--- config.mk ---
export PLATFORM = sky130hd
export DESIGN_NAME = protected_load_message_scheduler
export DESIGN_NICKNAME = d
export VERILOG_FILES = /design/src/rtl/core/plms_pkg.sv /design/src/rtl/core/plms_front.sv /design/src/rtl/core/plms_queue.sv /design/src/rtl/core/plms_back.sv /design/src/rtl/core/protected_load_message_scheduler.sv
export SDC_FILE = /design/constraint.sdc
export NUM_CORES = 1
export LEC_CHECK = 0
export CAP_MARGIN = 20
export CORE_MARGIN = 3
export CORE_UTILIZATION = 59
export CTS_CLUSTER_DIAMETER = 50
export CTS_CLUSTER_SIZE = 14
export DETAILED_ROUTE_END_ITERATION = 8
export DONT_BUFFER_PORTS = 1
export GPL_ROUTABILITY_DRIVEN = 0
export HOLD_SLACK_MARGIN = 0.1
export PLACE_DENSITY = 0.86
export SYNTH_ARGS = -nofsm -noshare
export SYNTH_HDL_FRONTEND = slang
export SYNTH_SLANG_ARGS = --single-unit
--- constraint.sdc ---
create_clock -name clk -period 3.7 [get_ports clk]
set_input_delay 0.37 -clock clk [delete_from_list [all_inputs] [get_ports clk]]
set_output_delay 0.37 -clock clk [all_outputs]
set_load 0.02 [all_outputs]
--- src/rtl/core/plms_pkg.sv ---
// shared types, constants and the crc helper of the protected load message scheduler
package plms_pkg;

  localparam int TICK_BITS = 20;
  localparam int CFG_TICK_W = 20;
  localparam int CMP_W = (TICK_BITS > CFG_TICK_W) ? TICK_BITS : CFG_TICK_W;
  localparam int REP_W = 10;
  localparam int CFG_IDX_W = 3;
  localparam int CFG_DATA_W = 20;
  localparam int QUEUE_DEPTH = 4;
  localparam int QPTR_W = $clog2(QUEUE_DEPTH);
  localparam int QCNT_W = QPTR_W + 1;

  localparam logic [7:0] DATA_ID_RST = 8'h16;
  localparam logic [CFG_TICK_W-1:0] LOAD_ON_RST = CFG_TICK_W'(100);
  localparam logic [CFG_TICK_W-1:0] CYCLE_LEN_RST = CFG_TICK_W'(1020000);
  localparam logic [REP_W-1:0] REPEAT_RST = REP_W'(100);
  localparam logic [3:0] ALIVE_WRAP_RST = 4'd14;
  localparam logic [7:0] POLY_RST = 8'h07;
  localparam logic [7:0] PAD_BYTE = 8'h00;

  typedef enum logic [CFG_IDX_W-1:0] {
    REG_DATA_ID      = 3'd0,
    REG_LOAD_ON_TICK = 3'd1,
    REG_CYCLE_LENGTH = 3'd2,
    REG_REPEAT       = 3'd3,
    REG_ALIVE_WRAP   = 3'd4,
    REG_CRC_POLY     = 3'd5
  } reg_idx_t;

  typedef struct packed {
    logic [7:0]            data_id;
    logic [CFG_TICK_W-1:0] load_on_tick;
    logic [CFG_TICK_W-1:0] cycle_length;
    logic [REP_W-1:0]      repeat_interval;
    logic [3:0]            alive_wrap;
    logic [7:0]            crc_polynomial;
  } cfg_t;

  // one frame to send
  typedef struct packed {
    logic load;
    logic last;
  } cmd_t;

  // frames produced by one tick, first goes out first
  typedef struct packed {
    logic [1:0] count;
    cmd_t       first;
    cmd_t       second;
  } push_t;

  typedef struct packed {
    logic       valid;
    logic [7:0] crc;
    logic [3:0] alive;
    logic       load;
    logic       last;
  } stage_t;

  // eight msb-first shift steps of a byte already xored into the register
  function automatic logic [7:0] crc8_shift(input logic [7:0] value, input logic [7:0] poly);
    logic [7:0] c;
    c = value;
    for (int b = 0; b < 8; b++) begin
      if (c[7]) begin
        c = {c[6:0], 1'b0} ^ poly;
      end else begin
        c = {c[6:0], 1'b0};
      end
    end
    return c;
  endfunction

endpackage

--- src/rtl/core/plms_front.sv ---
// tick scheduler: keeps tick, repeat and load state and classifies each tick into frames
module plms_front import plms_pkg::*; (
  input  logic  clk,
  input  logic  rst,
  input  cfg_t  cfg,
  input  logic  tick_valid,
  input  logic  tick_enable,
  input  logic  room,
  output logic  tick_ready,
  output push_t push
);

  logic [TICK_BITS-1:0] tick_count, tick_count_next, tick_base;
  logic [REP_W-1:0]     repeat_count, repeat_count_next, repeat_inc, interval;
  logic                 load_level, load_level_next;
  logic                 accept, ev, per, lv;

  assign tick_ready = room;
  assign accept = tick_valid && room;

  always_comb begin
    ev = 1'b1;
    lv = load_level;
    tick_base = tick_count;
    if (CMP_W'(tick_count) == CMP_W'(cfg.cycle_length)) begin
      tick_base = '0;
      lv = 1'b0;
    end else if (CMP_W'(tick_count) == CMP_W'(cfg.load_on_tick)) begin
      lv = 1'b1;
    end else if (tick_count == '0) begin
      lv = 1'b0;
    end else begin
      ev = 1'b0;
    end
    per = (repeat_count == '0);

    interval = (cfg.repeat_interval == '0) ? REP_W'(1) : cfg.repeat_interval;
    repeat_inc = repeat_count + REP_W'(1);

    tick_count_next = tick_count;
    repeat_count_next = repeat_count;
    load_level_next = load_level;
    push = '0;
    if (accept) begin
      if (!tick_enable) begin
        tick_count_next = '0;
        repeat_count_next = '0;
        load_level_next = 1'b0;
      end else begin
        tick_count_next = tick_base + TICK_BITS'(1);
        repeat_count_next = (repeat_inc >= interval) ? '0 : repeat_inc;
        load_level_next = lv;
        if (ev && per) begin
          push.count = 2'd2;
          push.first = '{load: lv, last: 1'b0};
          push.second = '{load: lv, last: 1'b1};
        end else if (ev || per) begin
          push.count = 2'd1;
          push.first = '{load: lv, last: 1'b1};
        end
      end
    end
  end

  always_ff @(posedge clk) begin
    if (rst) begin
      tick_count <= '0;
      repeat_count <= '0;
      load_level <= 1'b0;
    end else begin
      tick_count <= tick_count_next;
      repeat_count <= repeat_count_next;
      load_level <= load_level_next;
    end
  end

endmodule

--- src/rtl/core/plms_queue.sv ---
// short frame queue between scheduler and frame builder, two writes and one read a cycle
module plms_queue import plms_pkg::*; (
  input  logic  clk,
  input  logic  rst,
  input  push_t push,
  input  logic  pop,
  output logic  room,
  output logic  not_empty,
  output cmd_t  head
);

  cmd_t              entries [QUEUE_DEPTH];
  logic [QPTR_W-1:0] wr_ptr, rd_ptr;
  logic [QCNT_W-1:0] count;
  logic              do_pop;

  assign room = (count <= QCNT_W'(QUEUE_DEPTH - 2));
  assign not_empty = (count != '0);
  assign head = entries[rd_ptr];
  assign do_pop = pop && not_empty;

  always_ff @(posedge clk) begin
    if (push.count != 2'd0) begin
      entries[wr_ptr] <= push.first;
    end
    if (push.count == 2'd2) begin
      entries[wr_ptr + QPTR_W'(1)] <= push.second;
    end
  end

  always_ff @(posedge clk) begin
    if (rst) begin
      wr_ptr <= '0;
      rd_ptr <= '0;
      count <= '0;
    end else begin
      wr_ptr <= wr_ptr + QPTR_W'(push.count);
      if (do_pop) begin
        rd_ptr <= rd_ptr + QPTR_W'(1);
      end
      count <= count + QCNT_W'(push.count) - QCNT_W'(do_pop);
    end
  end

endmodule

--- src/rtl/core/plms_back.sv ---
// frame builder: alive counter and a crc pipeline of one byte per stage
module plms_back import plms_pkg::*; (
  input  logic        clk,
  input  logic        rst,
  input  cfg_t        cfg,
  input  logic        not_empty,
  input  cmd_t        head,
  output logic        pop,
  output logic        out_valid,
  input  logic        out_ready,
  output stage_t      out_frame
);

  stage_t     s1, s2, s3, res;
  logic [3:0] alive_value;
  logic       advance;

  assign advance = !res.valid || out_ready;
  assign pop = advance && not_empty;
  assign out_valid = res.valid;
  assign out_frame = res;

  always_ff @(posedge clk) begin
    if (rst) begin
      alive_value <= '0;
      s1.valid <= 1'b0;
      s2.valid <= 1'b0;
      s3.valid <= 1'b0;
      res.valid <= 1'b0;
    end else if (advance) begin
      s1.valid <= pop;
      s2.valid <= s1.valid;
      s3.valid <= s2.valid;
      res.valid <= s3.valid;
      if (pop) begin
        alive_value <= (alive_value >= cfg.alive_wrap) ? 4'd0 : alive_value + 4'd1;
      end

      // payload, one crc byte per stage
      s1.crc <= crc8_shift({4'd0, alive_value}, cfg.crc_polynomial);
      s1.alive <= alive_value;
      s1.load <= head.load;
      s1.last <= head.last;

      s2.crc <= crc8_shift(s1.crc ^ cfg.data_id, cfg.crc_polynomial);
      s2.alive <= s1.alive;
      s2.load <= s1.load;
      s2.last <= s1.last;

      s3.crc <= crc8_shift(s2.crc ^ {7'd0, s2.load}, cfg.crc_polynomial);
      s3.alive <= s2.alive;
      s3.load <= s2.load;
      s3.last <= s2.last;

      res.crc <= crc8_shift(s3.crc ^ PAD_BYTE, cfg.crc_polynomial);
      res.alive <= s3.alive;
      res.load <= s3.load;
      res.last <= s3.last;
    end
  end

endmodule

--- src/rtl/core/protected_load_message_scheduler.sv ---
// Protected load message scheduler. Each input item is one time tick (enable in bit 0).
// An accepted tick yields zero, one or two frames, each carrying a CRC-8 over alive
// count, data id, load and a zero byte; the last frame of a tick has tlast set. The
// scheduler takes one tick per cycle while its four-entry frame queue has room for two
// frames; the frame builder sends one frame per cycle while m_tready does not stall it,
// through a four-stage CRC pipeline (one byte per stage), so ticks that each send two
// frames are held back to the rate at which the builder drains them. Configuration
// writes are always accepted and take effect on the next cycle.
module protected_load_message_scheduler import plms_pkg::*; (
  input  logic                  clk,
  input  logic                  rst,
  input  logic                  s_tvalid,
  output logic                  s_tready,
  input  logic [7:0]            s_tdata,   // [0] enable, [7:1] zero
  output logic                  m_tvalid,
  input  logic                  m_tready,
  output logic [23:0]           m_tdata,   // [7:0] crc_byte, [11:8] alive_count,
                                           // [19:12] data_id_out, [20] load_request
  output logic                  m_tlast,
  input  logic                  cfg_valid,
  output logic                  cfg_ready,
  input  logic [CFG_IDX_W-1:0]  cfg_index,
  input  logic [CFG_DATA_W-1:0] cfg_data
);

  cfg_t   cfg;
  push_t  push;
  cmd_t   head;
  stage_t frame;
  logic   room, not_empty, pop;

  assign cfg_ready = 1'b1;

  always_ff @(posedge clk) begin
    if (rst) begin
      cfg.data_id <= DATA_ID_RST;
      cfg.load_on_tick <= LOAD_ON_RST;
      cfg.cycle_length <= CYCLE_LEN_RST;
      cfg.repeat_interval <= REPEAT_RST;
      cfg.alive_wrap <= ALIVE_WRAP_RST;
      cfg.crc_polynomial <= POLY_RST;
    end else if (cfg_valid) begin
      case (cfg_index)
        REG_DATA_ID:      cfg.data_id <= cfg_data[7:0];
        REG_LOAD_ON_TICK: cfg.load_on_tick <= cfg_data[CFG_TICK_W-1:0];
        REG_CYCLE_LENGTH: cfg.cycle_length <= cfg_data[CFG_TICK_W-1:0];
        REG_REPEAT:       cfg.repeat_interval <= cfg_data[REP_W-1:0];
        REG_ALIVE_WRAP:   cfg.alive_wrap <= cfg_data[3:0];
        REG_CRC_POLY:     cfg.crc_polynomial <= cfg_data[7:0];
        default: ;
      endcase
    end
  end

  plms_front u_front (
    .clk         (clk),
    .rst         (rst),
    .cfg         (cfg),
    .tick_valid  (s_tvalid),
    .tick_enable (s_tdata[0]),
    .room        (room),
    .tick_ready  (s_tready),
    .push        (push)
  );

  plms_queue u_queue (
    .clk       (clk),
    .rst       (rst),
    .push      (push),
    .pop       (pop),
    .room      (room),
    .not_empty (not_empty),
    .head      (head)
  );

  plms_back u_back (
    .clk       (clk),
    .rst       (rst),
    .cfg       (cfg),
    .not_empty (not_empty),
    .head      (head),
    .pop       (pop),
    .out_valid (m_tvalid),
    .out_ready (m_tready),
    .out_frame (frame)
  );

  assign m_tdata = {3'd0, frame.load, cfg.data_id, frame.alive, frame.crc};
  assign m_tlast = frame.last;

endmodule
---- Word level (Yosys, flattened, before mapping) ----
Memory sizes are Yosys's and may differ from the RTL's. A register that Yosys moved wholly into a read port is not among the register bits.
Index checks and enable logic that the tools add are counted.
storage, ports and cells
  register bits after elaboration ......... 170
  input port bits ......................... 36
  RAM bits ................................ 8
  memories kept ........................... 1
  logic and storage cells ................. 219
cells by class
  reduce and logical (&&, ||, !) cells .... 21
  magnitude comparators ................... 3
  bitwise gates (word level) .............. 34
  add/subtract/negate cells ............... 8
  multiplexer cells ....................... 109
  equality and inequality tests ........... 8
memories
  name             depth  bits a word  rd ports  clocked after memory_dff  write ports  RTL line          RTL
  u_queue.entries  4      2            1         1                         2            plms_queue.sv:12  cmd_t entries [QUEUE_DEPTH];
operators by type and width
  cell                                                                               number
  8-bit 2-to-1 mux                                                                   87
  8-bit XOR                                                                          32
  20-bit equality test                                                               2
  20-bit 2-to-1 mux                                                                  2
  10-bit 2-to-1 mux                                                                  3
  20-bit by 1-bit adder with 20-bit output (second input constant)                   1
  10-bit logical NOT                                                                 2
  20-bit logical NOT                                                                 1
  2-bit AND reduction                                                                8
  6-bit 2-to-1 mux                                                                   2
  1-bit 2-to-1 mux                                                                   11
  10-bit by 1-bit adder with 10-bit output (second input constant)                   1
  10-bit >= comparator                                                               1
  4-bit 2-to-1 mux                                                                   2
  8-bit by 1-bit XOR with 8-bit output                                               1
  3-bit by 2-bit equality test with 1-bit output (second input constant)             2
  3-bit equality test (second input constant)                                        2
  2-bit by 1-bit adder with 2-bit output (second input constant)                     2
  4-bit by 1-bit adder with 4-bit output (second input constant)                     1
  4-bit >= comparator                                                                1
  1-bit logical AND                                                                  4
  3-bit by 2-bit adder with 3-bit output                                             1
  3-bit by 1-bit equality test with 1-bit output (second input constant)             1
  3-bit by 2-bit less-or-equal comparator with 1-bit output (second input constant)  1
  11 further kinds                                                                   12

---- Logic depth before layout (Yosys ltp) ----
  depth in word-level cells ............... 31
  gate-level depth with buffers ........... 15
  depth with buffers taken out ............ 14

---- Modules after synthesis ----
A second synthesis with hierarchy kept.
unflattened totals
  cell total of the unflattened synthesis .. 1412
  area, all modules ....................... 12771.0 sq um
by module, submodules not included
  module                            area each (sq um)  sequential area each (sq um)  times used  cells each
  plms_back                         6259.8             1841.8                        1           714
  protected_load_message_scheduler  2921.6             1401.3                        1           284
  plms_front                        2665.1             620.6                         1           343
  plms_queue                        924.6              420.4                         1           71

---- Worst setup path before layout ----
OpenSTA, ideal clock, no wires.
  path type ............................... input to register
  start ................................... input port rst
  end ..................................... register u_back.res, in the netlist u_back.out_frame[0] (enable)
  data required time ...................... 3.230 ns
  arrival ................................. 3.139 ns
  setup time .............................. 0.470 ns
  cell stages on the path ................. 3
  setup slack ............................. 0.090 ns
  path through ............................ clkbuf_1 clkbuf_1 nor2_1
on the way
  word-level cells in the longest chain between the ends .. 2
RTL lines
  what                                  RTL line                                RTL
  start, declared                       protected_load_message_scheduler.sv:11  input logic rst,
  1-bit NOT (no source line)            --
  2-bit AND reduction (no source line)  --
  end, declared                         plms_back.sv:14                         stage_t s1, s2, s3, res;
Every way passes these cells.
A chain may end at the register's enable or synchronous reset.

---- Final worst setup path ----
  start ................................... register, netlist name cfg[7]
  end ..................................... register u_back.s3[8] (netlist name) (data pin)
on the way
  word-level cells in the longest chain between the ends .. 28
  elaborated cells between the ends (all ways) .. 30
  classes of those cells .................. mux: 22; bitwise: 8
RTL lines
  what                                           RTL line                          RTL
  8-bit XOR                                      plms_pkg.sv:67                    c = {c[6:0], 1'b0} ^ poly;
  8-bit 2-to-1 mux                               plms_pkg.sv:66                    if (c[7]) begin
  8-bit 2-to-1 mux                               plms_back.sv:30                   end else if (advance) begin
  8-bit 2-to-1 mux                               plms_back.sv:24                   if (rst) begin
  8-bit 2-to-1 mux                               plms_pkg.sv:66
  8-bit 2-to-1 mux                               plms_back.sv:30
  8-bit 2-to-1 mux                               plms_back.sv:24
  8-bit XOR                                      plms_pkg.sv:67
  [12 not listed]                                --
  8-bit 2-to-1 mux (on tied branches)            plms_back.sv:30, plms_pkg.sv:66
  8-bit 2-to-1 mux (on tied branches)            plms_back.sv:24, plms_back.sv:30
  8-bit XOR or 8-bit 2-to-1 mux (tied branches)  plms_pkg.sv:67, plms_back.sv:24
  8-bit 2-to-1 mux *                             plms_pkg.sv:66
  8-bit 2-to-1 mux *                             plms_back.sv:30
  8-bit 2-to-1 mux *                             plms_back.sv:24
  8-bit XOR or 8-bit 2-to-1 mux (tied branches)  plms_pkg.sv:67, plms_back.sv:24
  8-bit 2-to-1 mux *                             plms_pkg.sv:66
  end, declared                                  plms_back.sv:14
Mark *: on every way between the ends. The rest lies on a longest branch, timed or not. The select of a mux whose other input is x is not followed.

==> impl_metrics.json <==
{
  "outcome": "finished clean",
  "die_area_um2": 22500,
  "seqPwrFrac_pct": 31.2,
  "vias": 10900,
  "syn_to_final_growth_pct": 11.3,
  "switching_power_mw": 3.37,
  "drtIter0Drc": 1356,
  "cp-end-kind": "flop",
  "max-cap-violations": 0,
  "r2r.worst_path.cells": 12,
  "synth_edf_count": 64,
  "tightest_slew_ps": 1110,
  "netlist_instances": 1466,
  "cts_tree": "built",
  "ys_top_cells_by_area": "dfxtp_1 19%, edfxtp_1 16%, xnor2_1 9.8%",
  "yosys-top-cells-count": "311 x nand2_1, 136 x xnor2_1, 116 x dfxtp_1",
  "postRouteAntennaNets": 0,
  "hold_path.startpoint": "cfg_data[6]",
  "wl_per_cell_um": 18.7,
  "r2r_setup_slack_ps": 150,
  "dr.pass1.iters": 9,
  "crit_type": "reg2reg",
  "drive_gt1_share_pct": 11.2,
  "cts_buffers": 17,
  "nets": 1535,
  "ys_seq_area_share_pct": 34.8,
  "cts_htree_levels": 4,
  "grt_usage_pct": 29.5,
  "hpwlAfterDp_um": 21600,
  "viasPerCell": 6.21,
  "multi_input_area_um2": 7420,
  "yosysMostFrequentCell": "nand2_1",
  "ys_seq_elements": 180,
  "syn_area_per_cell_um2": 8.33,
  "setup_tns_ps": 0,
  "setup_ws_ps": 155,
  "drv_slew": 0,
  "power.density_nw_per_um2": 652,
  "swShare_pct": 38.1,
  "synth.largest_area_cell": "dfxtp_1",
  "ff_latch_area_um2": 4250,
  "vdd_drop_max_uv": 437,
  "max_freq_mhz": 282,
  "clkTransAtPathRegs_ps": 80,
  "cts.sinks": 180,
  "fin_util_pct": 68.2,
  "cp-start-kind": "flop",
  "rr_endpoint": "u_back.s3[8]",
  "power.leakage_nw": 5.23,
  "critical_path.max_fanout": 8,
  "grt_max_degree": 83,
  "reg2reg_from": "cfg[7]",
  "critPathArrivalTime_ps": 3740,
  "remaining_drc_errors": 0,
  "worst_hold_path_type": "in2reg",
  "period_needed_ps": 3550,
  "ios": 64,
  "initial_core_util_pct": 61.3,
  "gr-total-overflow": 0,
  "yosys_warnings": 0,
  "synth_cell_types": 87,
  "finalWirelength_um": 32800,
  "num_rows": 51,
  "critical_path.top_delay_family": "simple AND/OR/NAND/NOR gates",
  "slew_headroom_pct": 25.6,
  "holdPathEnd": "m_tdata[18]",
  "grt_setup_unrepaired": "no",
  "cts_root_buf": "clkbuf_16",
  "pre_cts_ws_ps": 66.7,
  "min_period_over_period_pct": 95.8,
  "cpPeakStageDelay_ps": 560,
  "fillCellCount": 1426,
  "coreArea_um2": 19900,
  "worstPathRequired_ps": 3900,
  "yosys.area.top_type_share_pct": 19.0,
  "grt_pass1_wl_um": 52800,
  "port_buffers": 0,
  "die_height_um": 150,
  "critPathBufInv": 1,
  "cpMaxStageDelayCell": "or4b_4",
  "clkPwrFrac_pct": 21.8,
  "grt_antenna_before_repair": 1,
  "combPwrFrac_pct": 47.1,
  "setup_violations": 0,
  "worstHoldPathCells": 2,
  "ys_async_sr_fraction_pct": 0,
  "clk_latency_ps": 450,
  "final-hold-violation-count": 0,
  "finalPower_mw": 8.86,
  "grt_pass1_vias": 10600,
  "ys.flop_type": "dfxtp_1",
  "intPower_mw": 5.49,
  "clk_path_buf_depth": 2,
  "syn-cell-area_um2": 12200,
  "place_area_um2": 12600,
  "path_cells": "mux2i_1 -> xnor2_1 -> nor3b_1 -> nor3_2 -> or4b_4 -> a21o_1 -> a2111o_1 -> o211ai_1 -> xor2_1 -> buf_4 -> nand2_1 -> xor2_1",
  "dieWidth_um": 150,
  "critPathMostFrequentCell": "xor2_1",
  "worst_clock_skew_ps": 11.7,
  "post-route-cell-area_um2": 13600
}
## registers in the layout, indices dropped and copies added, names as in the netlist, 2 cells and up
signal / count
u_queue.entries: 8
m_tdata: 8
u_back.s1: 15
u_queue.rd_ptr: 2
u_queue.count: 3
u_queue.wr_ptr: 2
u_back.alive_value: 4
u_front.tick_count: 20
cfg: 62
u_back.out_frame: 14
u_front.repeat_count: 10
u_back.s2: 15
u_back.s3: 15
## cell type report
type                       instances  share of cell area, %
timing repair buffer              93                   5.90
inverter                          38                   1.07
multi-input combinational       1144                   54.6
antenna                            1                 0.0184
tap                              265                   2.44
clock buffer                      18                   3.32
clock inverter                    14                   1.36
sequential                       180                   31.3
## power groups by stage
stage / logic [mW] / registers, mW / clock network (mW)
3_5_place_dp: 3.93 / 2.81 / 0
4_1_cts: 4.02 / 2.76 / 1.93
2_1_floorplan: 3.30 / 2.71 / 0
6_report: 4.17 / 2.76 / 1.93
3_3_place_gp: 3.79 / 2.79 / 0
5_1_grt: 4.53 / 2.79 / 2.01
## layout by cell type, fill, tap and decap left out, types with 13 or more instances in the layout
master,synthesis,final
xor2_1,65,65
mux2i_1,30,27
nor3_1,26,24
a21oi_1,89,89
edfxtp_1,64,64
buf_4,13,68
dlygate4sd3_1,0,21
a21o_1,13,13
dfxtp_1,116,112
nor4_1,13,13
nand2b_1,15,15
nand2_1,311,311
and2_1,14,13
o211ai_1,15,15
clkbuf_16,0,18
and3_1,15,14
nor3b_1,14,13
o21ai_0,54,54
ha_1,24,24
nor2b_1,15,15
xnor2_1,136,134
nand3_1,39,39
nor2_1,89,87
inv_1,35,35
nand4_1,14,14
## worst max-delay path by stage
stage / depth (start not counted) / startpoint / slack, ps / end
2_1_floorplan: 3 / rst / 90 / u_back.out_frame[0]
3_3_place_gp: 12 / cfg[7] / 130 / u_back.s3[9]
3_5_place_dp: 11 / cfg[7] / 70 / u_back.out_frame[7]
4_1_cts: 11 / cfg[7] / 60 / u_back.out_frame[10]
5_1_grt: 12 / cfg[7] / 20 / u_back.s3[10]
6_report: 12 / cfg[7] / 150 / u_back.s3[8]
## kinds of logic (layout without fill, tap and decap cells)
logic type      after synthesis  after routing  share of synthesized area [%]
simple gates                599            599                           22.5
compound gates              259            259                           13.7
xor+xnor                    224            224                           18.1
flops                       180            180                           34.8
buf+inv                     144            163                           5.35
mux                          33             33                           2.92
fa+ha+maj                    25             25                           2.62
other cells                   2              5                         0.0615
## timing repair
action	4_1_cts	5_1_grt
hold endpoints to repair	102	0
hold buffers	22	0
setup endpoints to repair	0	23
buffers inserted	0	4
resized for setup	0	22
## per-stage QoR
| step | cells | hold slack (ps) |
|---|---|---|
| 6_report | 1753 | 96.1 |
| 5_1_grt | 1753 | 114 |
| 4_1_cts | 1748 | 103 |
| 3_5_place_dp | 1694 | 405 |
| 3_3_place_gp | 1694 | 402 |
| 2_1_floorplan | 1468 | 400 |
## metal layers
layer  global-route usage (%)  vias up  share of wire, %
met4                     15.0        0               5.3
li1                         -     5015                 -
met1                     35.4     5044                37
met2                     50.1      666                48
met3                     5.94      163               9.4
met5                        0        -                 0
Note: power is estimated with default switching activity, not from simulation.
